### config.mk
export PLATFORM = sky130hd
export DESIGN_NAME = mlkem_ntt_bfly
export DESIGN_NICKNAME = d
export VERILOG_FILES = /design/src/design/mlkem_ntt_pkg.sv /design/src/design/mlkem_ntt_bfly.sv
export SDC_FILE = /design/constraint.sdc
export NUM_CORES = 1
export LEC_CHECK = 0
export BUFFER_PORTS_ARGS = -buffer_cell sky130_fd_sc_hd__buf_2
export CORE_MARGIN = 2
export CORE_UTILIZATION = 55
export CTS_BUF_LIST = sky130_fd_sc_hd__clkbuf_4 sky130_fd_sc_hd__clkbuf_8
export CTS_CLUSTER_SIZE = 28
export DETAILED_ROUTE_END_ITERATION = 7
export GPL_TIMING_DRIVEN = 1
export PLACE_DENSITY_LB_ADDON = 0.12
export SLEW_MARGIN = 10
export SYNTH_ARGS = -nofsm -noshare
export SYNTH_HDL_FRONTEND = slang
export SYNTH_SLANG_ARGS = --single-unit
### constraint.sdc
create_clock -name i_clk -period 6.58 [get_ports i_clk]
set_clock_uncertainty 0.05 [all_clocks]
set_input_delay 0.658 -clock i_clk [delete_from_list [all_inputs] [get_ports i_clk]]
set_output_delay 0.658 -clock i_clk [all_outputs]
set_load 0.02 [all_outputs]
### src/design/mlkem_ntt_pkg.sv
package mlkem_ntt_pkg;

    localparam int NumCoeffs = 256;
    localparam int IdxW      = 8;
    localparam int CoefW     = 16;
    localparam int OutW      = 12;
    localparam int ModQ      = 3329;
    localparam int ZetaW     = 7;

    typedef enum logic [1:0] {
        OP_WRITE = 2'd0,
        OP_NTT   = 2'd1,
        OP_READ  = 2'd2,
        OP_NONE  = 2'd3
    } t_op;

    typedef enum logic [3:0] {
        ST_IDLE,
        ST_READ,
        ST_RD_A,
        ST_RD_B,
        ST_MUL,
        ST_MONT,
        ST_TW,
        ST_WA,
        ST_WB,
        ST_FIN_RD,
        ST_FIN_RED,
        ST_FIN_WB
    } t_state;

    function automatic logic signed [15:0] zeta(input logic [6:0] k);
        logic signed [15:0] z;
        case (k)
            7'd0: z = -16'sd1044;   7'd1: z = -16'sd758;    7'd2: z = -16'sd359;
            7'd3: z = -16'sd1517;   7'd4: z = 16'sd1493;    7'd5: z = 16'sd1422;
            7'd6: z = 16'sd287;     7'd7: z = 16'sd202;     7'd8: z = -16'sd171;
            7'd9: z = 16'sd622;     7'd10: z = 16'sd1577;   7'd11: z = 16'sd182;
            7'd12: z = 16'sd962;    7'd13: z = -16'sd1202;  7'd14: z = -16'sd1474;
            7'd15: z = 16'sd1468;   7'd16: z = 16'sd573;    7'd17: z = -16'sd1325;
            7'd18: z = 16'sd264;    7'd19: z = 16'sd383;    7'd20: z = -16'sd829;
            7'd21: z = 16'sd1458;   7'd22: z = -16'sd1602;  7'd23: z = -16'sd130;
            7'd24: z = -16'sd681;   7'd25: z = 16'sd1017;   7'd26: z = 16'sd732;
            7'd27: z = 16'sd608;    7'd28: z = -16'sd1542;  7'd29: z = 16'sd411;
            7'd30: z = -16'sd205;   7'd31: z = -16'sd1571;  7'd32: z = 16'sd1223;
            7'd33: z = 16'sd652;    7'd34: z = -16'sd552;   7'd35: z = 16'sd1015;
            7'd36: z = -16'sd1293;  7'd37: z = 16'sd1491;   7'd38: z = -16'sd282;
            7'd39: z = -16'sd1544;  7'd40: z = 16'sd516;    7'd41: z = -16'sd8;
            7'd42: z = -16'sd320;   7'd43: z = -16'sd666;   7'd44: z = -16'sd1618;
            7'd45: z = -16'sd1162;  7'd46: z = 16'sd126;    7'd47: z = 16'sd1469;
            7'd48: z = -16'sd853;   7'd49: z = -16'sd90;    7'd50: z = -16'sd271;
            7'd51: z = 16'sd830;    7'd52: z = 16'sd107;    7'd53: z = -16'sd1421;
            7'd54: z = -16'sd247;   7'd55: z = -16'sd951;   7'd56: z = -16'sd398;
            7'd57: z = 16'sd961;    7'd58: z = -16'sd1508;  7'd59: z = -16'sd725;
            7'd60: z = 16'sd448;    7'd61: z = -16'sd1065;  7'd62: z = 16'sd677;
            7'd63: z = -16'sd1275;  7'd64: z = -16'sd1103;  7'd65: z = 16'sd430;
            7'd66: z = 16'sd555;    7'd67: z = 16'sd843;    7'd68: z = -16'sd1251;
            7'd69: z = 16'sd871;    7'd70: z = 16'sd1550;   7'd71: z = 16'sd105;
            7'd72: z = 16'sd422;    7'd73: z = 16'sd587;    7'd74: z = 16'sd177;
            7'd75: z = -16'sd235;   7'd76: z = -16'sd291;   7'd77: z = -16'sd460;
            7'd78: z = 16'sd1574;   7'd79: z = 16'sd1653;   7'd80: z = -16'sd246;
            7'd81: z = 16'sd778;    7'd82: z = 16'sd1159;   7'd83: z = -16'sd147;
            7'd84: z = -16'sd777;   7'd85: z = 16'sd1483;   7'd86: z = -16'sd602;
            7'd87: z = 16'sd1119;   7'd88: z = -16'sd1590;  7'd89: z = 16'sd644;
            7'd90: z = -16'sd872;   7'd91: z = 16'sd349;    7'd92: z = 16'sd418;
            7'd93: z = 16'sd329;    7'd94: z = -16'sd156;   7'd95: z = -16'sd75;
            7'd96: z = 16'sd817;    7'd97: z = 16'sd1097;   7'd98: z = 16'sd603;
            7'd99: z = 16'sd610;    7'd100: z = 16'sd1322;  7'd101: z = -16'sd1285;
            7'd102: z = -16'sd1465; 7'd103: z = 16'sd384;   7'd104: z = -16'sd1215;
            7'd105: z = -16'sd136;  7'd106: z = 16'sd1218;  7'd107: z = -16'sd1335;
            7'd108: z = -16'sd874;  7'd109: z = 16'sd220;   7'd110: z = -16'sd1187;
            7'd111: z = -16'sd1659; 7'd112: z = -16'sd1185; 7'd113: z = -16'sd1530;
            7'd114: z = -16'sd1278; 7'd115: z = 16'sd794;   7'd116: z = -16'sd1510;
            7'd117: z = -16'sd854;  7'd118: z = -16'sd870;  7'd119: z = 16'sd478;
            7'd120: z = -16'sd108;  7'd121: z = -16'sd308;  7'd122: z = 16'sd996;
            7'd123: z = 16'sd991;   7'd124: z = 16'sd958;   7'd125: z = -16'sd1460;
            7'd126: z = 16'sd1522;  default: z = 16'sd1628;
        endcase
        return z;
    endfunction

endpackage

### src/design/mlkem_ntt_bfly.sv
// Butterfly datapath: three register stages (product, Montgomery factor,
// reduced twiddle product), then add and subtract against the held a.
module mlkem_ntt_bfly (
    input  logic                               i_clk,
    input  logic signed [mlkem_ntt_pkg::CoefW-1:0] i_a,
    input  logic signed [mlkem_ntt_pkg::CoefW-1:0] i_b,
    input  logic signed [mlkem_ntt_pkg::CoefW-1:0] i_zeta,
    output logic signed [mlkem_ntt_pkg::CoefW-1:0] o_a,
    output logic signed [mlkem_ntt_pkg::CoefW-1:0] o_b
);
    logic signed [31:0] r_p;
    logic signed [31:0] r_p2;
    logic signed [15:0] r_m;
    logic signed [15:0] r_t;

    always_ff @(posedge i_clk) begin
        r_p  <= 32'(i_b) * 32'(i_zeta);
        // m = low16(p * qinv); -3327 mod 2^16 = 62209
        r_m  <= 16'(r_p[15:0] * 16'd62209);
        r_p2 <= r_p;
        // exact division: p - m*q has zero low half
        r_t  <= 16'((r_p2 - 32'(r_m) * 32'sd3329) >>> 16);
    end

    always_comb begin
        o_a = i_a + r_t;
        o_b = i_a - r_t;
    end
endmodule

Word-level counts from Yosys, hierarchy flattened
Index checks and enable logic that the tools add are counted.
{"block": "word_totals", "ff_bits": 96, "out_inout_bits": 32}
{"block": "op_classes", "multipliers": 3, "addsub": 3}
{"op": "$mul A16 B16 Y32", "n": 1}
{"op": "$sub A32 B29 Y32", "n": 1}
{"op": "$mul A16 B13 Y29 const B", "n": 1}
{"op": "$add A16 B16 Y16", "n": 1}
{"op": "$mul A16 B13 Y16 const B", "n": 1}
{"op": "$sub A16 B16 Y16", "n": 1}

Longest topological paths before layout
Gate-level depths: netlist of run 1.
{"block": "depth", "word_depth": 2, "mapped_depth": 24}

Worst setup path before layout of run 1
No wires, ideal clock.
{"block": "synth_path", "path_kind": "input port to flip-flop", "start": "input i_b[15] (netlist bit)", "end": "register r_p[29]", "arrival_ps": 5953, "cell_stages": 20, "required_ps": 6466, "path_buffers": 1, "setup_slack_ps": 513, "setup_time_ps": 64, "path_cell_list": "clkbuf_1 nand2_1 fa_1 inv_1 fa_1 fa_1 fa_1 fa_1 inv_1 fa_1 inv_1 ha_1 a21o_1 nand2_1 nand2b_1 a21oi_1 nor3b_1 o31ai_2 a211o_1 nand4_1"}
{"block": "synth_via", "elab_chain_cells": 1}
{"element": "start: declaration", "line_no": "mlkem_ntt_bfly.sv:6", "source": "input logic signed [mlkem_ntt_pkg::CoefW-1:0] i_b,"}
{"element": "$mul A16 B16 Y32", "line_no": "mlkem_ntt_bfly.sv:17", "source": "r_p <= 32'(i_b) * 32'(i_zeta);"}
{"element": "end signal: assignment", "line_no": "mlkem_ntt_bfly.sv:17"}
{"element": "end: declaration", "line_no": "mlkem_ntt_bfly.sv:11", "source": "logic signed [31:0] r_p;"}
No other way between the ends.

Worst setup path after layout of run 1
{"block": "layout_path", "start": "input i_zeta[2] (netlist bit)", "end": "register r_p[29]"}
{"block": "layout_via", "elab_chain_cells": 1}
{"element": "start: declaration", "line_no": "mlkem_ntt_bfly.sv:7", "source": "input logic signed [mlkem_ntt_pkg::CoefW-1:0] i_zeta,"}
{"element": "$mul A16 B16 Y32", "line_no": "mlkem_ntt_bfly.sv:17"}
No other way between the ends.

==> impl_metrics.csv, run 1 <==
group,metric,value,unit
critical_path,slowest_stage,"fa_1",
sta,setup_violations,0,
grt,antenna_found_initial,0,
synthesis,ys_seq_elements,88,
clock_network,cts_buffers,9,
critical_path,start_kind,"primary input",
final_layout,layout_common_cells,"503 x inv_1, 320 x fa_1, 261 x ha_1",
sta,period_minus_slack,6.038,ns
sta,rsz0062_at_grt,"false",
critical_path,r2r_slack,1.26,ns
clock_network,htreeDepth,3,
grt,grt_pass1_wl,59660,um
outcome,outcome,"finished, final reports clean",
drt,vias,11930,
synthesis,async_reset_ff_share,0,%
clock_network,clk_pin_slew,0.09,ns
floorplanning,io_pins,81,
clock_network,cts_hold_buffers,0,
critical_path,cp-end-kind,"register",
hold_path,min-delay-start,"r_p[25]",
final_layout,drive_gt1_share,6.033,%
floorplanning,fp.dieH,182.6,um
sta,post-route-period-util,91.76,%
sta,worst_slew_pin_slew,0.8177,ns
sta,fmax,165.6,MHz
drt,drt_first_pass_iters,5,
final_layout,num_antenna_cells,0,
synthesis,syn_avg_cell_area,9.259,um2
synthesis,seq_area_frac_synth,10.05,%
floorplanning,row_count,65,
sta,setup_slack,0.5421,ns
final_layout,finalNetCount,2581,
synthesis,synthDistinctLibCells,62,
clock_network,cts_tree,"done",
drt,wl,33460,um
clock_network,cts_root_buf,"clkbuf_8",
clock_network,clock_path_buffers,2,
critical_path,path_max_fanout,16,
clock_network,cts_resized,0,
drt,antenna_left,0,
place,gp_congestion,0.8766,
sta,maxSlewHeadroom,45.41,%
synthesis,yosysWarnings,0,
critical_path,crit_path_frequent_cell,"fa_1",
drt,viasPerCell,5.057,
floorplanning,core,31470,um2
drt,drc,0,
critical_path,max_stage_delay,0.79,ns
floorplanning,initial_utilization,55.72,%
synthesis,synth_edf_count,0,
synthesis,postSynthNetCount,2524,
grt,first_global_vias,12760,
clock_network,cts_setup_buffers,0,
critical_path,worstSetupPathType,"in -> reg",
final_layout,syn2layout_area_growth,5.736,%
critical_path,crit_path_cell_trace,"buf_2, nand2_1, inv_1, fa_1, fa_1, fa_1, fa_1, fa_1, inv_1, fa_1, inv_1, ha_1, a21o_1, nand2_1, nand2b_1, a21oi_1, nor3b_1, o31ai_2, a211o_1, nand4_1",
drt,wl_per_cell,14.19,um
flow_run,maxCapViolations,0,
critical_path,r2r_start,"r_m[15]",
place,place_hpwl,29290,um
grt,overflow,0,
sta,slew_violations,0,
synthesis,synthCells,1894,
clock_network,clk_latency,0.38,ns
hold_path,hold_path_end,"r_p2[25]",
drt,drtIter0Drc,412,
sta,hold_violations,0,
critical_path,crit_arrival,6.30,ns
critical_path,r2r-end,"r_t[15]",
sta,final.setup.tns,0,ns
synthesis,syn-cell-area,17540,um2
critical_path,reg2regPathDepth,18,
grt,grt_util_all_layers,21.90,%
hold_path,holdPathStages,0,
hold_path,hold_class,"reg -> reg",
clock_network,cts.sinks,88,
final_layout,layout_commonest_cell,"inv_1",
grt,grt_max_degree,20,
synthesis,ys.flop_type,"dfxtp_1",
critical_path,crit_required,6.85,ns
place,portBuffers,80,
floorplanning,die_x,182.6,um
floorplanning,die_area,33330,um2
place,dp_slack,0.1181,ns
worst max-delay path, delay by kind of cell:
family | cells | cell delay [ns]
AND/OR/NAND/NOR | 5 | 0.64
adder cells (fa/ha/maj) | 7 | 3.69
AO/OA/AOI/OAI | 4 | 0.85
buffers and inverters | 4 | 0.48
cells by family after synthesis:
kind of cell | count (synthesis) | share of synthesized area (%)
mux | 2 | 0.1213
xor+xnor | 96 | 4.794
simple gates | 409 | 11.59
buf+inv | 548 | 11.80
fa+ha+maj | 581 | 55.15
compound gates | 170 | 6.493
flops | 88 | 10.05
through the flow:
stage | cell area (um2) | std cells | hold WS, ns | util [%]
final | 18540 | 2358 | 0.2761 | 58.91
after global routing | 18540 | 2358 | 0.2877 | 58.91
after CTS | 18540 | 2358 | 0.2808 | 58.91
after detailed placement | 18330 | 2342 | 0.2621 | 58.25
after global placement | 18330 | 2342 | 0.2603 | 58.25
after floorplan | 17540 | 1894 | 0.2596 | -
state kept, by name (all words and copies together), names as in the netlist:
register  count
r_p          32
r_p2         24
r_m          16
r_t          16
worst max-delay path by stage:
stage                         start       to  slack [ns]  depth (start not counted)
after floorplan             i_b[15]  r_p[29]        0.51                         20
after global placement       i_b[9]  r_p[28]        0.21                         21
after detailed placement     i_b[9]  r_p[28]        0.12                         21
after CTS                    i_b[9]  r_p[28]        0.53                         21
after global routing        i_b[15]  r_p[28]        0.14                         22
final                     i_zeta[2]  r_p[29]        0.54                         20
synth_stat cells (7+ instances only):
cell type / n / area share (%)
nand2b_1: 13 / 0.46
a21o_1: 23 / 0.98
a21oi_1: 58 / 1.7
ha_1: 261 / 19
nand4_1: 7 / 0.25
nand3_1: 17 / 0.49
xor2_1: 23 / 1.1
nor2b_1: 9 / 0.32
inv_1: 503 / 11
dfxtp_1: 88 / 10
xnor2_1: 73 / 3.6
o21ai_0: 25 / 0.71
nand2_1: 146 / 3.1
nor2_1: 51 / 1.1
nor3_1: 21 / 0.60
and2_1: 121 / 4.3
fa_1: 320 / 37
clkbuf_1: 39 / 0.83
cell type report:
type / instances / area [um2]
repair buffers: 89 / 467.9
well taps: 402 / 503.0
flip-flops and latches: 88 / 1762
clock buffers: 9 / 123.9
fillers: 2785 / 12930
inverters: 505 / 1896
clock inverters: 7 / 85.08
multi-input cells: 1258 / 13710
per-layer routing:
layer	track usage (%)	part of all wire, %
met5	0	0
met4	4.226	0.95
met3	1.756	4.0
met2	37.86	47
met1	30.49	48
Power of run 1 is not shown: default switching activity piles up to over one toggle a cycle in this logic, so the estimate is an artifact.
==> run 2, diff against run 1 <==
Settings changed: GPL_TIMING_DRIVEN 1 to 0.
==> impl_metrics.csv, run 2 (synthesis results as in run 1) <==
group,metric,value,unit
grt,overflow,0,
final_layout,reg_top3,"r_p: 32 flops, r_p2: 24 flops",
drt,wl,35020,um
final_layout,layout_commonest_cell,"inv_1",
drt,drt_first_pass_iters,5,
drt,viasPerCell,5.075,
floorplanning,fp.dieH,182.6,um
grt,grt_util_all_layers,22.60,%
clock_network,cts_root_buf,"clkbuf_8",
floorplanning,io_pins,81,
final_layout,nFillCells,2805,
critical_path,start_kind,"primary input",
sta,worst_slew_pin_slew,0.8874,ns
clock_network,cts.sinks,88,
floorplanning,die_area,33330,um2
clock_network,clk_latency,0.38,ns
final_layout,top_register,"r_p",
floorplanning,row_count,65,
place,placedCellCount,2376,
grt,antenna_found_initial,0,
sta,hold_violations,0,
sta,slew_violations,0,
floorplanning,die_x,182.6,um
critical_path,cp-end-kind,"register",
sta,maxSlewHeadroom,40.76,%
critical_path,path_max_fanout,10,
sta,fmax,156.3,MHz
place,portBuffers,80,
hold_path,min-delay-start,"r_p[18]",
final_layout,drive_gt1_share,6.316,%
floorplanning,core,31470,um2
critical_path,worstSetupPathType,"in -> reg",
place,place_hpwl,31520,um
grt,grt_max_degree,24,
outcome,outcome,"finished, final reports clean",
drt,antenna_left,0,
clock_network,htreeDepth,3,
grt,first_global_vias,12780,
drt,drc,0,
sta,post-route-period-util,97.23,%
final_layout,layout_common_cells,"503 x inv_1, 319 x fa_1, 261 x ha_1",
flow_run,maxCapViolations,0,
critical_path,crit_start,"i_b[3]",
critical_path,crit_arrival,6.60,ns
drt,drtIter0Drc,555,
final_layout,num_antenna_cells,0,
final_layout,finalNetCount,2604,
clock_network,clk_pin_slew,0.11,ns
final_layout,largest_reg_flops,32,
clock_network,cts_tree,"done",
clock_network,cts_buffers,9,
drt,wl_per_cell,14.71,um
critical_path,r2r_start,"r_m[15]",
floorplanning,initial_utilization,55.72,%
final_layout,layout.cells.non_filler,2381,
place,gp_congestion,0.9088,
clock_network,cts_hold_buffers,0,
sta,setup_violations,0,
critical_path,crit_required,6.78,ns
sta,period_minus_slack,6.397,ns
drt,vias,12080,
clock_network,clock_path_buffers,2,
clock_network,cts_setup_buffers,0,
grt,grt_pass1_wl,60510,um
final_layout,syn2layout_area_growth,6.243,%
hold_path,hold_class,"reg -> reg",
-- run 2: cell types whose count changed in the layout (fill, tap and decap cells not counted), moves of 2 or more --
cell,change
clkbuf_1,+20
a211oi_2,+2
a211oi_1,-2
buf_4,-6
clkbuf_2,+8
-- run 2: area by class of cell --
cell class / count / area (um2) / share of cell area [%]
Multi-Input combinational cell: 1258 / 13730 / 73.70
Clock inverter: 7 / 72.57 / 0.3895
Clock buffer: 9 / 123.9 / 0.6648
Timing Repair Buffer: 80 / 400.4 / 2.149
Inverter: 505 / 1896 / 10.17
Buffer: 32 / 142.6 / 0.7656
Tap cell: 402 / 503.0 / 2.700
Sequential cell: 88 / 1762 / 9.455
-- run 2: worst paths after layout --
check	end	slack, ns	cells after the start
setup reg to reg	r_t[15]	1.24	18
hold reg to reg	r_p2[18]	0.26	0
setup / recovery	r_p[28]	0.18	21
hold / removal	r_p2[18]	0.26	0
-- run 2: metal layers --
| layer | track usage, % | share of wire [%] | up-vias |
|---|---|---|---|
| met5 | 0 | 0 | - |
| met3 | 2.774 | 5.1 | 39 |
| met4 | 5.774 | 1.8 | 0 |
| li1 | - | - | 5888 |
| met1 | 29.92 | 46 | 5858 |
| met2 | 39.47 | 47 | 298 |
-- run 2: worst max-delay path: stages --
cell and delay, ns:
buf_2 0.21, clkbuf_1 0.51, nand2_1 0.16, fa_1 0.50, fa_1 0.43, fa_1 0.50, inv_1 0.06, fa_1 0.49
fa_1 0.49, inv_1 0.05, fa_1 0.47, inv_1 0.04, ha_1 0.35, nand2_1 0.06, o21ai_0 0.39, nor3_2 0.13
a211oi_2 0.35, and3b_1 0.24, o31ai_1 0.27, a21oi_1 0.12, xnor2_1 0.14
-- run 2: per-stage QoR --
step / area (um2) / setup WS (ns) / utilization (%) / TNS [ns] / hold slack, ns
global placement: 18440 / -0.3724 / 58.59 / -1.823 / 0.2602
CTS: 18620 / 0.004992 / 59.16 / 0 / 0.2650
detailed placement: 18440 / -0.4567 / 58.59 / -2.288 / 0.2621
floorplan: 17540 / 0.5130 / - / 0 / 0.2596
finish: 18630 / 0.1826 / 59.20 / 0 / 0.2650
global route: 18630 / -0.01088 / 59.20 / -0.01425 / 0.2878
-- run 2: repair_timing --
action | in CTS | in global routing
gates resized for setup | 1 | 19
pin swaps | 0 | 0
endpoints found under the setup margin | 2 | 6
gates cloned | 0 | 0
Power of run 2 is left out for the same reason.
