File: src/design/mlkem_ntt_pkg.sv
package mlkem_ntt_pkg;

    localparam int NumCoeffs = 256;
    localparam int IdxW      = 8;
    localparam int CoefW     = 16;
    localparam int OutW      = 12;
    localparam int ModQ      = 3329;
    localparam int ZetaW     = 7;

    typedef enum logic [1:0] {
        OP_WRITE = 2'd0,
        OP_NTT   = 2'd1,
        OP_READ  = 2'd2,
        OP_NONE  = 2'd3
    } t_op;

    typedef enum logic [3:0] {
        ST_IDLE,
        ST_READ,
        ST_RD_A,
        ST_RD_B,
        ST_MUL,
        ST_MONT,
        ST_TW,
        ST_WA,
        ST_WB,
        ST_FIN_RD,
        ST_FIN_RED,
        ST_FIN_WB
    } t_state;

    function automatic logic signed [15:0] zeta(input logic [6:0] k);
        logic signed [15:0] z;
        case (k)
            7'd0: z = -16'sd1044;   7'd1: z = -16'sd758;    7'd2: z = -16'sd359;
            7'd3: z = -16'sd1517;   7'd4: z = 16'sd1493;    7'd5: z = 16'sd1422;
            7'd6: z = 16'sd287;     7'd7: z = 16'sd202;     7'd8: z = -16'sd171;
            7'd9: z = 16'sd622;     7'd10: z = 16'sd1577;   7'd11: z = 16'sd182;
            7'd12: z = 16'sd962;    7'd13: z = -16'sd1202;  7'd14: z = -16'sd1474;
            7'd15: z = 16'sd1468;   7'd16: z = 16'sd573;    7'd17: z = -16'sd1325;
            7'd18: z = 16'sd264;    7'd19: z = 16'sd383;    7'd20: z = -16'sd829;
            7'd21: z = 16'sd1458;   7'd22: z = -16'sd1602;  7'd23: z = -16'sd130;
            7'd24: z = -16'sd681;   7'd25: z = 16'sd1017;   7'd26: z = 16'sd732;
            7'd27: z = 16'sd608;    7'd28: z = -16'sd1542;  7'd29: z = 16'sd411;
            7'd30: z = -16'sd205;   7'd31: z = -16'sd1571;  7'd32: z = 16'sd1223;
            7'd33: z = 16'sd652;    7'd34: z = -16'sd552;   7'd35: z = 16'sd1015;
            7'd36: z = -16'sd1293;  7'd37: z = 16'sd1491;   7'd38: z = -16'sd282;
            7'd39: z = -16'sd1544;  7'd40: z = 16'sd516;    7'd41: z = -16'sd8;
            7'd42: z = -16'sd320;   7'd43: z = -16'sd666;   7'd44: z = -16'sd1618;
            7'd45: z = -16'sd1162;  7'd46: z = 16'sd126;    7'd47: z = 16'sd1469;
            7'd48: z = -16'sd853;   7'd49: z = -16'sd90;    7'd50: z = -16'sd271;
            7'd51: z = 16'sd830;    7'd52: z = 16'sd107;    7'd53: z = -16'sd1421;
            7'd54: z = -16'sd247;   7'd55: z = -16'sd951;   7'd56: z = -16'sd398;
            7'd57: z = 16'sd961;    7'd58: z = -16'sd1508;  7'd59: z = -16'sd725;
            7'd60: z = 16'sd448;    7'd61: z = -16'sd1065;  7'd62: z = 16'sd677;
            7'd63: z = -16'sd1275;  7'd64: z = -16'sd1103;  7'd65: z = 16'sd430;
            7'd66: z = 16'sd555;    7'd67: z = 16'sd843;    7'd68: z = -16'sd1251;
            7'd69: z = 16'sd871;    7'd70: z = 16'sd1550;   7'd71: z = 16'sd105;
            7'd72: z = 16'sd422;    7'd73: z = 16'sd587;    7'd74: z = 16'sd177;
            7'd75: z = -16'sd235;   7'd76: z = -16'sd291;   7'd77: z = -16'sd460;
            7'd78: z = 16'sd1574;   7'd79: z = 16'sd1653;   7'd80: z = -16'sd246;
            7'd81: z = 16'sd778;    7'd82: z = 16'sd1159;   7'd83: z = -16'sd147;
            7'd84: z = -16'sd777;   7'd85: z = 16'sd1483;   7'd86: z = -16'sd602;
            7'd87: z = 16'sd1119;   7'd88: z = -16'sd1590;  7'd89: z = 16'sd644;
            7'd90: z = -16'sd872;   7'd91: z = 16'sd349;    7'd92: z = 16'sd418;
            7'd93: z = 16'sd329;    7'd94: z = -16'sd156;   7'd95: z = -16'sd75;
            7'd96: z = 16'sd817;    7'd97: z = 16'sd1097;   7'd98: z = 16'sd603;
            7'd99: z = 16'sd610;    7'd100: z = 16'sd1322;  7'd101: z = -16'sd1285;
            7'd102: z = -16'sd1465; 7'd103: z = 16'sd384;   7'd104: z = -16'sd1215;
            7'd105: z = -16'sd136;  7'd106: z = 16'sd1218;  7'd107: z = -16'sd1335;
            7'd108: z = -16'sd874;  7'd109: z = 16'sd220;   7'd110: z = -16'sd1187;
            7'd111: z = -16'sd1659; 7'd112: z = -16'sd1185; 7'd113: z = -16'sd1530;
            7'd114: z = -16'sd1278; 7'd115: z = 16'sd794;   7'd116: z = -16'sd1510;
            7'd117: z = -16'sd854;  7'd118: z = -16'sd870;  7'd119: z = 16'sd478;
            7'd120: z = -16'sd108;  7'd121: z = -16'sd308;  7'd122: z = 16'sd996;
            7'd123: z = 16'sd991;   7'd124: z = 16'sd958;   7'd125: z = -16'sd1460;
            7'd126: z = 16'sd1522;  default: z = 16'sd1628;
        endcase
        return z;
    endfunction

endpackage

File: src/design/mlkem_ntt_reduce.sv
// Barrett reduction with conditional add of q; quotient registered, then
// subtract and correct.
module mlkem_ntt_reduce (
    input  logic                                   i_clk,
    input  logic signed [mlkem_ntt_pkg::CoefW-1:0] i_x,
    output logic        [mlkem_ntt_pkg::OutW-1:0]  o_r
);
    logic signed [15:0] r_x;
    logic signed [15:0] r_s;
    logic signed [31:0] r;

    always_ff @(posedge i_clk) begin
        r_x <= i_x;
        r_s <= 16'((32'(i_x) * 32'sd20159 + 32'sd33554432) >>> 26);
    end

    always_comb begin
        r = 32'(r_x) - 32'(r_s) * 32'sd3329;
        if (r < 0) begin
            r = r + 32'sd3329;
        end
        o_r = r[11:0];
    end
endmodule

File: config.mk
export PLATFORM = sky130hd
export DESIGN_NAME = mlkem_ntt_reduce
export DESIGN_NICKNAME = d
export VERILOG_FILES = /design/src/design/mlkem_ntt_pkg.sv /design/src/design/mlkem_ntt_reduce.sv
export SDC_FILE = /design/constraint.sdc
export NUM_CORES = 1
export LEC_CHECK = 0
export BUFFER_PORTS_ARGS = -buffer_cell sky130_fd_sc_hd__buf_4
export CORE_UTILIZATION = 59
export CTS_CLUSTER_DIAMETER = 200
export DETAILED_ROUTE_END_ITERATION = 10
export PLACE_DENSITY = 0.79
export SYNTH_ARGS = -nofsm -noshare
export SYNTH_HDL_FRONTEND = slang
export SYNTH_SLANG_ARGS = --single-unit
File: constraint.sdc
create_clock -name i_clk -period 6.05 [get_ports i_clk]
set_clock_uncertainty 0.05 [all_clocks]
set_input_delay 1.21 -clock i_clk [delete_from_list [all_inputs] [get_ports i_clk]]
set_output_delay 1.21 -clock i_clk [all_outputs]
set_load 0.1 [all_outputs]
Word-level counts from Yosys, hierarchy flattened
Cells that the tools add are included.

Add/subtract/negate cells: 3. $mul: 2. Magnitude comparators: 1. Muxes and demuxes: 1.

Operators with widths (count): adder 32 x 27 -> 32 bit, second input constant (1); multiplier 16 x 16 -> 32 bit, second input constant (1); less-than comparator 20 x 1 -> 1 bit, second input constant (1); subtractor 16 x 19 -> 20 bit (1); multiplier 6 x 13 -> 19 bit, second input constant (1); adder 12 x 11 -> 12 bit, second input constant (1); 2-to-1 mux 12 bit (1).

Flip-flop bits (word level): 22. Input port bits: 17.

Longest topological paths before layout
Gate-level depths: netlist (run 1).

Depth in word-level cells: 4. Gate-level depth with buffers: 20. Gate-level depth less buffers: 20.

Worst setup path before layout (run 1)
OpenSTA, ideal clock, no wires.

Path type: register to output. Start point: register r_s[5] (netlist name). End point: output port o_r[3] (netlist name). Data arrival time: 4.983 ns. Slack: -0.193 ns. Stages on the path, launching flop included: 14. Buffers on the path: 0. Cell sequence: dfxtp_1 inv_1 ha_1 inv_1 ha_1 inv_1 fa_1 fa_1 ha_1 nand2_1 or4_1 o21a_4 and2_1 xnor2_1.

Cells in the longest elaborated chain, start to end: 4.

Ends and longest elaborated chain: multiplier 6 x 13 -> 19 bit (RTL line mlkem_ntt_reduce.sv:18) `r = 32'(r_x) - 32'(r_s) * 32'sd3329;`; subtractor 16 x 19 -> 20 bit (RTL line mlkem_ntt_reduce.sv:18); less-than comparator 20 x 1 -> 1 bit (RTL line mlkem_ntt_reduce.sv:19) `if (r < 0) begin`; 2-to-1 mux 12 bit (RTL line mlkem_ntt_reduce.sv:19); end, declared (RTL line mlkem_ntt_reduce.sv:6) `output logic [mlkem_ntt_pkg::OutW-1:0] o_r`.

No other way between the ends.

Worst setup path in the final report (run 1)
Start point: input port i_x[13] (netlist name). End point: register r_s[4].

Cells in the longest elaborated chain, start to end: 2.

Ends and longest elaborated chain: start, declared (RTL line mlkem_ntt_reduce.sv:5) `input logic signed [mlkem_ntt_pkg::CoefW-1:0] i_x,`; multiplier 16 x 16 -> 32 bit (RTL line mlkem_ntt_reduce.sv:14) `r_s <= 16'((32'(i_x) * 32'sd20159 + 32'sd33554432) >>> 26);`; adder 32 x 27 -> 32 bit (RTL line mlkem_ntt_reduce.sv:14); end signal, assigned (RTL line mlkem_ntt_reduce.sv:14); end, declared (RTL line mlkem_ntt_reduce.sv:9) `logic signed [15:0] r_s;`.

No other way between the ends.

==> results of run 1 <==
## cells by family (layout without fill, tap and decap cells)
logic type	after synthesis	after routing	synth area share, %
buffers and inverters	325	423	14.8
xor gates and xnor gates	30	30	3.28
and+or+nand+nor	71	71	4.57
AOI/OAI and AO/OA	83	83	6.62
adders and majority gates	339	339	65.3
muxes	1	1	0.121
DFF	22	22	5.34
## stage by stage
step,TNS [ps],setup slack (ps),std cells
6_report,-56.6,-48.7,1145
5_1_grt,-700,-225,1145
4_1_cts,0,1.08,1145
3_5_place_dp,-2510,-560,1140
3_3_place_gp,-1850,-396,1140
2_1_floorplan,-18.6,-18.6,871
## cell type report
type	instances	area [µm²]
multi-input cells	524	6870
well taps	176	220
flip-flops and latches	22	440
clock inverters	1	30.0
inverters	324	1220
repair buffers	95	747
clock buffers	3	75.1
fillers	1014	3850
## sequential cells by signal (all words and copies together), names as in the netlist
signal and flops:
r_s 6, r_x 16
## worst max path at each step
stage                         to  cells after the start     from
after floorplan           o_r[1]                     13   r_s[5]
after global placement    r_s[5]                     19  i_x[13]
after detailed placement  r_s[3]                     21   i_x[9]
after CTS                 r_s[5]                     19  i_x[14]
after global routing      r_s[4]                     20  i_x[13]
final                     r_s[4]                     20  i_x[13]
## layer usage
layer	vias up	track usage, %
met3	41	1.75
li1	2821	-
met2	129	47.4
met1	2899	35.2
met4	0	8.10
met5	-	0
## Yosys cell counts (all sizes together) (3+ instances only)
library cell	count
a211oi	3
a21o	13
a21oi	25
a31oi	5
and3	5
dfxtp	22
fa	152
ha	187
inv	324
nand2	17
nand3	3
nand4	3
nor2	17
nor2b	6
nor3	4
o211ai	4
o21a	4
o21ai	15
o31ai	3
xnor2	16
xor2	14
## what timing repair did
item	CTS	global route
hold buffers	0	0
pin swaps	27	32
gates resized for setup	23	41
setup endpoints to repair	6	6
hold endpoints to repair	0	0
setup buffers	2	0
==> results by group, run 1 <==
Outcome
  – Outcome: complete, but fails checks
  – Failing checks: negative setup slack

Clock tree
  – CTS buffer count: 3
  – Clk pin slew, worst setup/hold paths: approximately 60 ps
  – Clk buf depth: 2
  – CTS root buffer: clkbuf_16
  – H-tree lvl count: 1
  – CTS tree: yes
  – Clock sink total: 22

Floorplanning
  – Core Area: 0.0135 mm²
  – Die Height: 120 µm
  – Die area: 0.0145 mm²
  – Initial Util: 61.3%
  – Row count: 42
  – Die X-Extent: 120 µm
  – # IOs: 29

Synthesis
  – FF+latch count, synth: 22
  – Synth top area cells: fa_1 (37%), ha_1 (28%), inv_1 (15%), dfxtp_1 (5.3%), xnor2_1 (1.6%)
  – Avg Synthesized Cell Area: 9.47 µm²
  – Netlist cell types: 50
  – Post-Synthesis Net Count: approximately 1200
  – Yosys top cell area share: around 37%
  – Post-synth EDFFs: 0
  – Syn Inst Count: 871
  – Predominant post-synthesis flop cell: dfxtp_1
  – Yosys top cell by area: fa_1
  – Netlist Area Pre-Place: 0.00825 mm²
  – Register area share after synthesis: 5.34%
  – Ys Warns: 0
  – Async S/R FF share, synth: 0%

GRT
  – Largest net degree at the start of global routing: 15
  – Initial antenna violation count: 0
  – Vias in the first global route: ~6400
  – Tot GR Track Use: 26.8%
  – Total grt overflow: 0
  – Global-route wire length before repair: 30.1 mm

Critical path
  – Crit path launch type: input port
  – WP data arrival: about 6200 ps
  – CP Data Required Time: 6150 ps
  – CP Class: input port to flop
  – Worst path slowest cell: fa_1
  – Critical path's largest stage delay: between 500 and 600 ps
  – Cell Chain, Critical Path: buf_8 > fa_1 > fa_1 > inv_1 > fa_2 > inv_2 > fa_1 > fa_1 > inv_2 > fa_2 > inv_2 > ha_4 > and3_4 > and3_4 > nand4_1 > a31o_2 > nand4b_1 > buf_4 > nand2_4 > xnor2_2
  – Crit path max-delay family: adder cells
  – Worst path bufs/invs: 6
  – Worst Setup End Kind: flop
  – Crit Path Max Fanout: 4
  – Most used cell, CP: fa_1

Placement
  – Area post-placement: 0.00923 mm²
  – Port bufs: 28
  – DP HPWL: about 16 mm
  – Routability-driven placement congestion ratio: ~0.94

Timing
  – # setup viols final: 2
  – Final Cycle Share: 101%
  – Max Clk Rate: approximately 0.16 GHz
  – Slew HR: 62.5%
  – Setup WS post-layout: -48.7 ps
  – Max Slew Vio Count: 0
  – Hold_ws: about 1000 ps
  – Final Critical Period: 6100 ps
  – Slew @ Worst Pin: 557 ps
  – Unrepaired setup endpoints after global routing: true
  – Final Hold Viols: 0

Drt
  – Final ANT Viol Nets: 0
  – Routed WL: 17.9 mm
  – DRT Pass-1 Iters: 4
  – DRT met1 WL: approximately 7.5 mm
  – Vias: 5890
  – Residual DRC count: 0
  – DR vias/cell: around 5.1
  – Iter 0 DRT Violations: between 200 and 300
  – Met2 wire len: 8.93 mm
  – DR top layer: met4
  – Metal3 WL: 892 µm
  – Routed length per instance: 15.6 µm

Cells and area
  – Ant diodes: 0
  – Synth-to-layout area growth: 16.4%
  – Most frequent cells in the layout: inv_1 (309), ha_1 (176), fa_1 (144)
  – Leading cell type in the layout, fill and taps excluded: inv_1
  – Fin area: 0.00960 mm²
  – Post-layout utilization of the core: 71.3%
  – Layout Nets: around 1300
  – Ratio of cells with drive above 1 in the final layout: 16.8%

Worst hold path
  – Worst hold start: i_x[1]
  – Hold WC Path Type: input port to flop
  – Hold path cells: 1
  – Hold Path Sink: r_x[1]

Job
  – Max-Cap Viols: 0
Power of run 1 is not shown: default switching activity piles up to over one toggle a cycle in this logic, so the estimate is an artifact.
==> run 2: changes to the inputs <==
ABC_AREA = 1   (was unset)
CORE_UTILIZATION = 60   (was 59)
PLACE_DENSITY = 0.8   (was 0.79)
==> run 2 against run 1 <==
- the flow now finishes without violations
- fmax up 4.7%
- global-route usage down 0.38 points
- design area is 2.2% lower
- die area is 4.5% higher
- cell count grew 12%
- count of clock-buffer cells in the layout stayed put
- routed wire length is 0.16% higher
- worst hold slack improved by 79 ps
- area after synthesis is 6.4% higher
- first-iteration DRC count fell by 29%
- non-clock buffer count shrank 53
- synthesized cell count is 21% higher
- critical path type unchanged
- highest routed layer unchanged
==> results by group, run 2 <==
Cells and area
  – Top Registers: r_x x16, r_s x6
  – Synth-to-layout area growth: 7.05%
  – Layout Nets: 1455 (+9.7%)
  – Fin cells: 1277 (+12%)
  – Leading cell type in the layout, fill and taps excluded: inv_1
  – Post-layout utilization of the core: 66.6% (-4.7 points)
  – Flip-flop count of the largest register after layout: 16 (unchanged)
  – Biggest register: r_x
  – Ant diodes: 0 (unchanged)
  – FILL cells: 1165 (+15%)
  – Ratio of cells with drive above 1 in the final layout: 5.83% (-11 points)
  – Most frequent cells in the layout: inv_1 (368), ha_1 (187), fa_1 (152)

Placement
  – Cells after DPL: 1274 (+12%)
  – Routability-driven placement congestion ratio: 0.961 (+2.4%)
  – DP HPWL: 16.2 mm (+3.0%)
  – Port bufs: 28 (unchanged)

Critical path
  – Worst path bufs/invs: 5 (-1)
  – Crit path max-delay family: adder cells
  – CP Data Required Time: 6150 ps (about the same)
  – CP Class: input port to flop
  – WP data arrival: 5930 ps (-270 ps)
  – Worst Setup End Kind: flop
  – Most used cell, CP: fa_1
  – Critical path's largest stage delay: 550 ps (-30 ps)
  – Worst path slowest cell: fa_1
  – Crit Path Max Fanout: 8 (+4)
  – Crit path launch type: input port
  – Cell Chain, Critical Path: buf_4 > inv_1 > ha_1 > xor2_1 > fa_1 > fa_1 > inv_1 > fa_1 > fa_1 > inv_1 > fa_1 > inv_1 > ha_1 > nand2_1 > o21ai_0 > a21oi_1 > o21ai_0 > nor2_1 > nand3_1 > nand2_1

GRT
  – Vias in the first global route: 6792 (+5.6%)
  – Largest net degree at the start of global routing: 21 (+6)
  – Total grt overflow: 0 (unchanged)
  – Initial antenna violation count: 0 (unchanged)
  – Tot GR Track Use: 26.4% (-0.38 points)
  – Global-route wire length before repair: 30.6 mm (+1.6%)

Synthesis
  – Predominant post-synthesis flop cell: dfxtp_1
  – Yosys top cell by area: fa_1
  – FF+latch count, synth: 22 (unchanged)
  – Ys Warns: 0 (unchanged)
  – Post-synth EDFFs: 0 (unchanged)
  – Netlist cell types: 31 (-38%)
  – Commonest cells in the netlist: inv_1 (368), ha_1 (187), fa_1 (152), nand2_1 (136), nor2_1 (40)
  – Async S/R FF share, synth: 0% (unchanged)
  – Top-count cell post-synth: inv_1
  – Register area share after synthesis: 5.02% (-0.32 points)
  – Avg Synthesized Cell Area: 8.33 µm² (-12%)
  – Synth top area cells: fa_1 (35%), ha_1 (27%), inv_1 (16%), nand2_1 (5.8%), dfxtp_1 (5.0%)
  – Yosys top cell area share: 34.7% (-2.2 points)
  – Netlist Area Pre-Place: 0.00877 mm² (+6.4%)
  – Post-Synthesis Net Count: 1409 (+15%)
  – Syn Inst Count: 1053 (+21%)

Clock tree
  – Clk buf depth: 2 (unchanged)
  – Hold Buf Count CTS: 0 (unchanged)
  – H-tree lvl count: 1 (unchanged)
  – Post-CTS Setup Bufs: 0 (-2)
  – Clock sink total: 22 (unchanged)
  – CTS buffer count: 3 (unchanged)
  – CTS root buffer: clkbuf_16
  – Clk pin slew, worst setup/hold paths: 60 ps (about the same)
  – CTS tree: yes

Job
  – Max-Cap Viols: 0 (unchanged)

Timing
  – Final Cycle Share: 96.3% (-4.5 points)
  – # setup viols final: 0 (-2)
  – Slew HR: 76.6% (+14 points)
  – Unrepaired setup endpoints after global routing: false
  – Final Critical Period: 5830 ps (-272 ps)
  – Max Clk Rate: 0.172 GHz (+4.7%)
  – TNS Setup: 0 ps (+56.6 ps)
  – Slew @ Worst Pin: 351 ps (-206 ps)
  – Max Slew Vio Count: 0 (unchanged)
  – Final Hold Viols: 0 (unchanged)

Drt
  – DR vias/cell: 5.04 (-2.0%)
  – Routed length per instance: 14.0 µm (-10%)
  – Final ANT Viol Nets: 0 (unchanged)
  – Residual DRC count: 0 (unchanged)
  – Vias: 6435 (+9.3%)
  – DRT Pass-1 Iters: 4 (unchanged)
  – Iter 0 DRT Violations: 177 (-29%)
  – Routed WL: 17.9 mm (+0.16%)

Outcome
  – Outcome: finished clean

Worst hold path
  – Hold path cells: 1 (unchanged)
  – Hold Path Sink: r_x[0]
  – Worst hold start: i_x[0]
  – Hold WC Path Type: input port to flop

Floorplanning
  – Initial Util: 62.2% (+0.93 points)
  – Die X-Extent: 123 µm (+2.2%)
  – Die Height: 123 µm (+2.2%)
  – Die area: 0.0151 mm² (+4.5%)
  – Core Area: 0.0141 mm² (+4.8%)
  – Row count: 43 (+2.4%)
  – # IOs: 29 (unchanged)
==> run 2: stage by stage <==
stage	hold slack, ps	cell area [µm²]	setup slack [ps]
finish	1130	9390	223
global route	1130	9390	0.376
CTS	1130	9380	201
detailed placement	1390	9300	-36.7
global placement	1400	9300	33.6
floorplan	1190	8770	261
==> run 2: timing repair <==
item                                    4_1_cts  5_1_grt
gates resized for setup                       0        4
endpoints found under the hold margin         0        0
endpoints found under the setup margin        0        4
==> run 2: how the worst max path moves through the flow <==
stage	from	end	slack (ps)	cells after the start
floorplan	r_s[5]	o_r[0]	260	17
finish	i_x[14]	r_s[1]	220	20
CTS	i_x[14]	r_s[4]	200	22
detailed placement	i_x[14]	r_s[1]	-40	20
global route	i_x[8]	r_s[4]	0.4	22
global placement	i_x[14]	r_s[1]	30	20
==> run 2: layer usage <==
layer / global-route usage (%) / up-vias / wire length [µm]
li1: - / 3214 / -
met1: 32.4 / 3040 / 7530
met2: 48.8 / 142 / 9110
met3: 3.09 / 39 / 783
met4: 6.71 / 0 / 516
met5: 0 / - / 0
==> run 2: kinds of logic (layout without fill, tap and decap cells) <==
family                   Yosys count  in the layout  synth area share, %
adder cells (fa/ha/maj)          339            339                 61.4
buffers and inverters            369            413                 15.9
AO/OA/AOI/OAI                     69             69                 4.51
AND/OR/NAND/NOR                  238            238                 11.6
flip-flops                        22             22                 5.02
XOR/XNOR                          16             16                 1.68
==> run 2: cell type report <==
type	instances	area [µm²]	area share, %
Tap cell	180	225	2.40
Timing Repair Buffer	42	315	3.36
Clock buffer	3	75.1	0.799
Inverter	368	1380	14.7
Sequential cell	22	440	4.69
Multi-Input combinational cell	662	6950	74.0
Power of run 2 is left out for the same reason.
==> run 3: changes to the inputs <==
CORE_UTILIZATION = 50   (was 60)
PLACE_DENSITY = 0.69   (was 0.8)
==> run 3 against run 2 <==
- die area grew 20%
- design area is 1.7% higher
- utilization decreased by 11 points
- critical path type unchanged
- largest cell class unchanged
- highest routed layer unchanged
==> results by group, run 3 (synthesis gave the netlist of run 2 again) <==
Job
  – Max-Cap Viols: 0 (unchanged)

Worst hold path
  – Hold WC Path Type: input port to flop
  – Hold path cells: 1 (unchanged)
  – Hold Path Sink: r_x[0]
  – Worst hold start: i_x[0]

Drt
  – Iter 0 DRT Violations: 191 (+7.9%)
  – Vias: 6366 (-1.1%)
  – Final ANT Viol Nets: 0 (unchanged)
  – Residual DRC count: 0 (unchanged)
  – Routed WL: 18.1 mm (+0.64%)
  – Routed length per instance: 13.6 µm (-3.4%)
  – DR vias/cell: 4.78 (-5.1%)
  – DRT Pass-1 Iters: 4 (unchanged)

Clock tree
  – CTS buffer count: 3 (unchanged)
  – CTS tree: yes
  – CTS root buffer: clkbuf_16
  – Clk buf depth: 2 (unchanged)
  – H-tree lvl count: 1 (unchanged)
  – Post-CTS Setup Bufs: 0 (unchanged)
  – Clock sink total: 22 (unchanged)
  – Clk pin slew, worst setup/hold paths: 60 ps (about the same)

Placement
  – DP HPWL: 16.5 mm (+1.4%)
  – Port bufs: 28 (unchanged)
  – Routability-driven placement congestion ratio: 0.902 (-6.1%)
  – Area post-placement: 0.00943 mm² (+1.4%)

GRT
  – Total grt overflow: 0 (unchanged)
  – Largest net degree at the start of global routing: 20 (-4.8%)
  – Global-route wire length before repair: 31.3 mm (+2.1%)
  – Initial antenna violation count: 0 (unchanged)
  – Tot GR Track Use: 22.0% (-4.3 points)
  – Vias in the first global route: 6779 (-0.19%)

Cells and area
  – Ant diodes: 0 (unchanged)
  – Fin area: 0.00955 mm² (+1.7%)
  – Leading cell type in the layout, fill and taps excluded: inv_1
  – Top Registers: r_x x16, r_s x6
  – Biggest register: r_x
  – Synth-to-layout area growth: 8.91%
  – Ratio of cells with drive above 1 in the final layout: 6.51% (+0.68 points)
  – Most frequent cells in the layout: inv_1 (368), ha_1 (186), fa_1 (152)
  – Flip-flop count of the largest register after layout: 16 (unchanged)
  – Layout Nets: 1463 (+0.55%)
  – Post-layout utilization of the core: 55.4% (-11 points)

Floorplanning
  – Die area: 0.0181 mm² (+20%)
  – Core Area: 0.0172 mm² (+22%)
  – # IOs: 29 (unchanged)
  – Row count: 48 (+12%)
  – Initial Util: 50.9% (-11 points)
  – Die X-Extent: 134 µm (+9.4%)
  – Die Height: 134 µm (+9.4%)

Critical path
  – Worst path slowest cell: fa_1
  – Critical path's largest stage delay: 570 ps (+20 ps)
  – WP data arrival: 5900 ps (-30 ps)
  – Most used cell, CP: fa_1
  – Cell Chain, Critical Path: buf_4 > fa_1 > fa_1 > inv_1 > fa_1 > inv_1 > fa_1 > fa_1 > inv_1 > fa_1 > inv_1 > ha_1 > a21oi_1 > o21ai_0 > a21oi_1 > nor2_1 > nor3_1 > nand2_1 > nand2_1 > nand2_1
  – Crit Path Max Fanout: 8 (unchanged)
  – Crit path launch type: input port
  – CP Data Required Time: 6150 ps (about the same)
  – CP Class: input port to flop
  – Worst Setup End Kind: flop

Outcome
  – Outcome: finished clean

Timing
  – Slew @ Worst Pin: 327 ps (-24.4 ps)
  – Max Slew Vio Count: 0 (unchanged)
  – Final Hold Viols: 0 (unchanged)
  – Final Critical Period: 5800 ps (-26.9 ps)
  – Final Cycle Share: 95.9% (-0.44 points)
  – # setup viols final: 0 (unchanged)
  – Slew HR: 78.0% (+1.4 points)
  – Unrepaired setup endpoints after global routing: true
  – TNS Setup: 0 ps (unchanged)
  – Max Clk Rate: 0.172 GHz (+0.46%)
  – Hold_ws: 1120 ps (-2.48 ps)
[run 3: worst max-delay path by stage]
stage / start / to / slack [ps] / cells past startpoint
after CTS: i_x[10] / r_s[4] / 220 / 22
after global routing: i_x[14] / r_s[4] / -30 / 22
after floorplan: r_s[5] / o_r[0] / 260 / 17
after detailed placement: i_x[11] / r_s[4] / -30 / 23
after global placement: i_x[10] / r_s[4] / -70 / 22
final: i_x[13] / r_s[5] / 250 / 20
[run 3: per-stage QoR]
stage          instances  worst slack (ps)
4_1_cts             1331               216
5_1_grt             1331             -33.6
3_5_place_dp        1327             -25.3
2_1_floorplan       1053               261
3_3_place_gp        1327             -66.2
6_report            1331               250
[run 3: critical path, delay by kind of cell]
kind | cells | cell delay, ps
fa+ha+maj | 7 | 3430
buf+inv | 5 | 380
simple gates | 5 | 430
compound gates | 3 | 470
[run 3: routing by layer]
layer | track usage (%) | up-vias | part of all wire, %
met3 | 1.09 | 16 | 1.8
met2 | 41.9 | 74 | 51
met1 | 28.0 | 3050 | 46
met4 | 3.31 | 0 | 1.3
met5 | 0 | - | 0
li1 | - | 3226 | -
[run 3: layout make-up]
| type | instances | area (µm²) |
|---|---|---|
| fill | 1605 | 7680 |
| multi-input combinational | 662 | 6960 |
| inverter | 368 | 1380 |
| sequential | 22 | 440 |
| timing repair buffer | 50 | 388 |
| tap | 225 | 282 |
| clock buffer | 3 | 75.1 |
| clock inverter | 1 | 30.0 |
[run 3: what timing repair did]
| action | CTS | global route |
|---|---|---|
| resized for setup | 0 | 3 |
| setup endpoints to repair | 0 | 4 |
| hold buffers | 0 | 0 |
Power of run 3 is left out for the same reason.
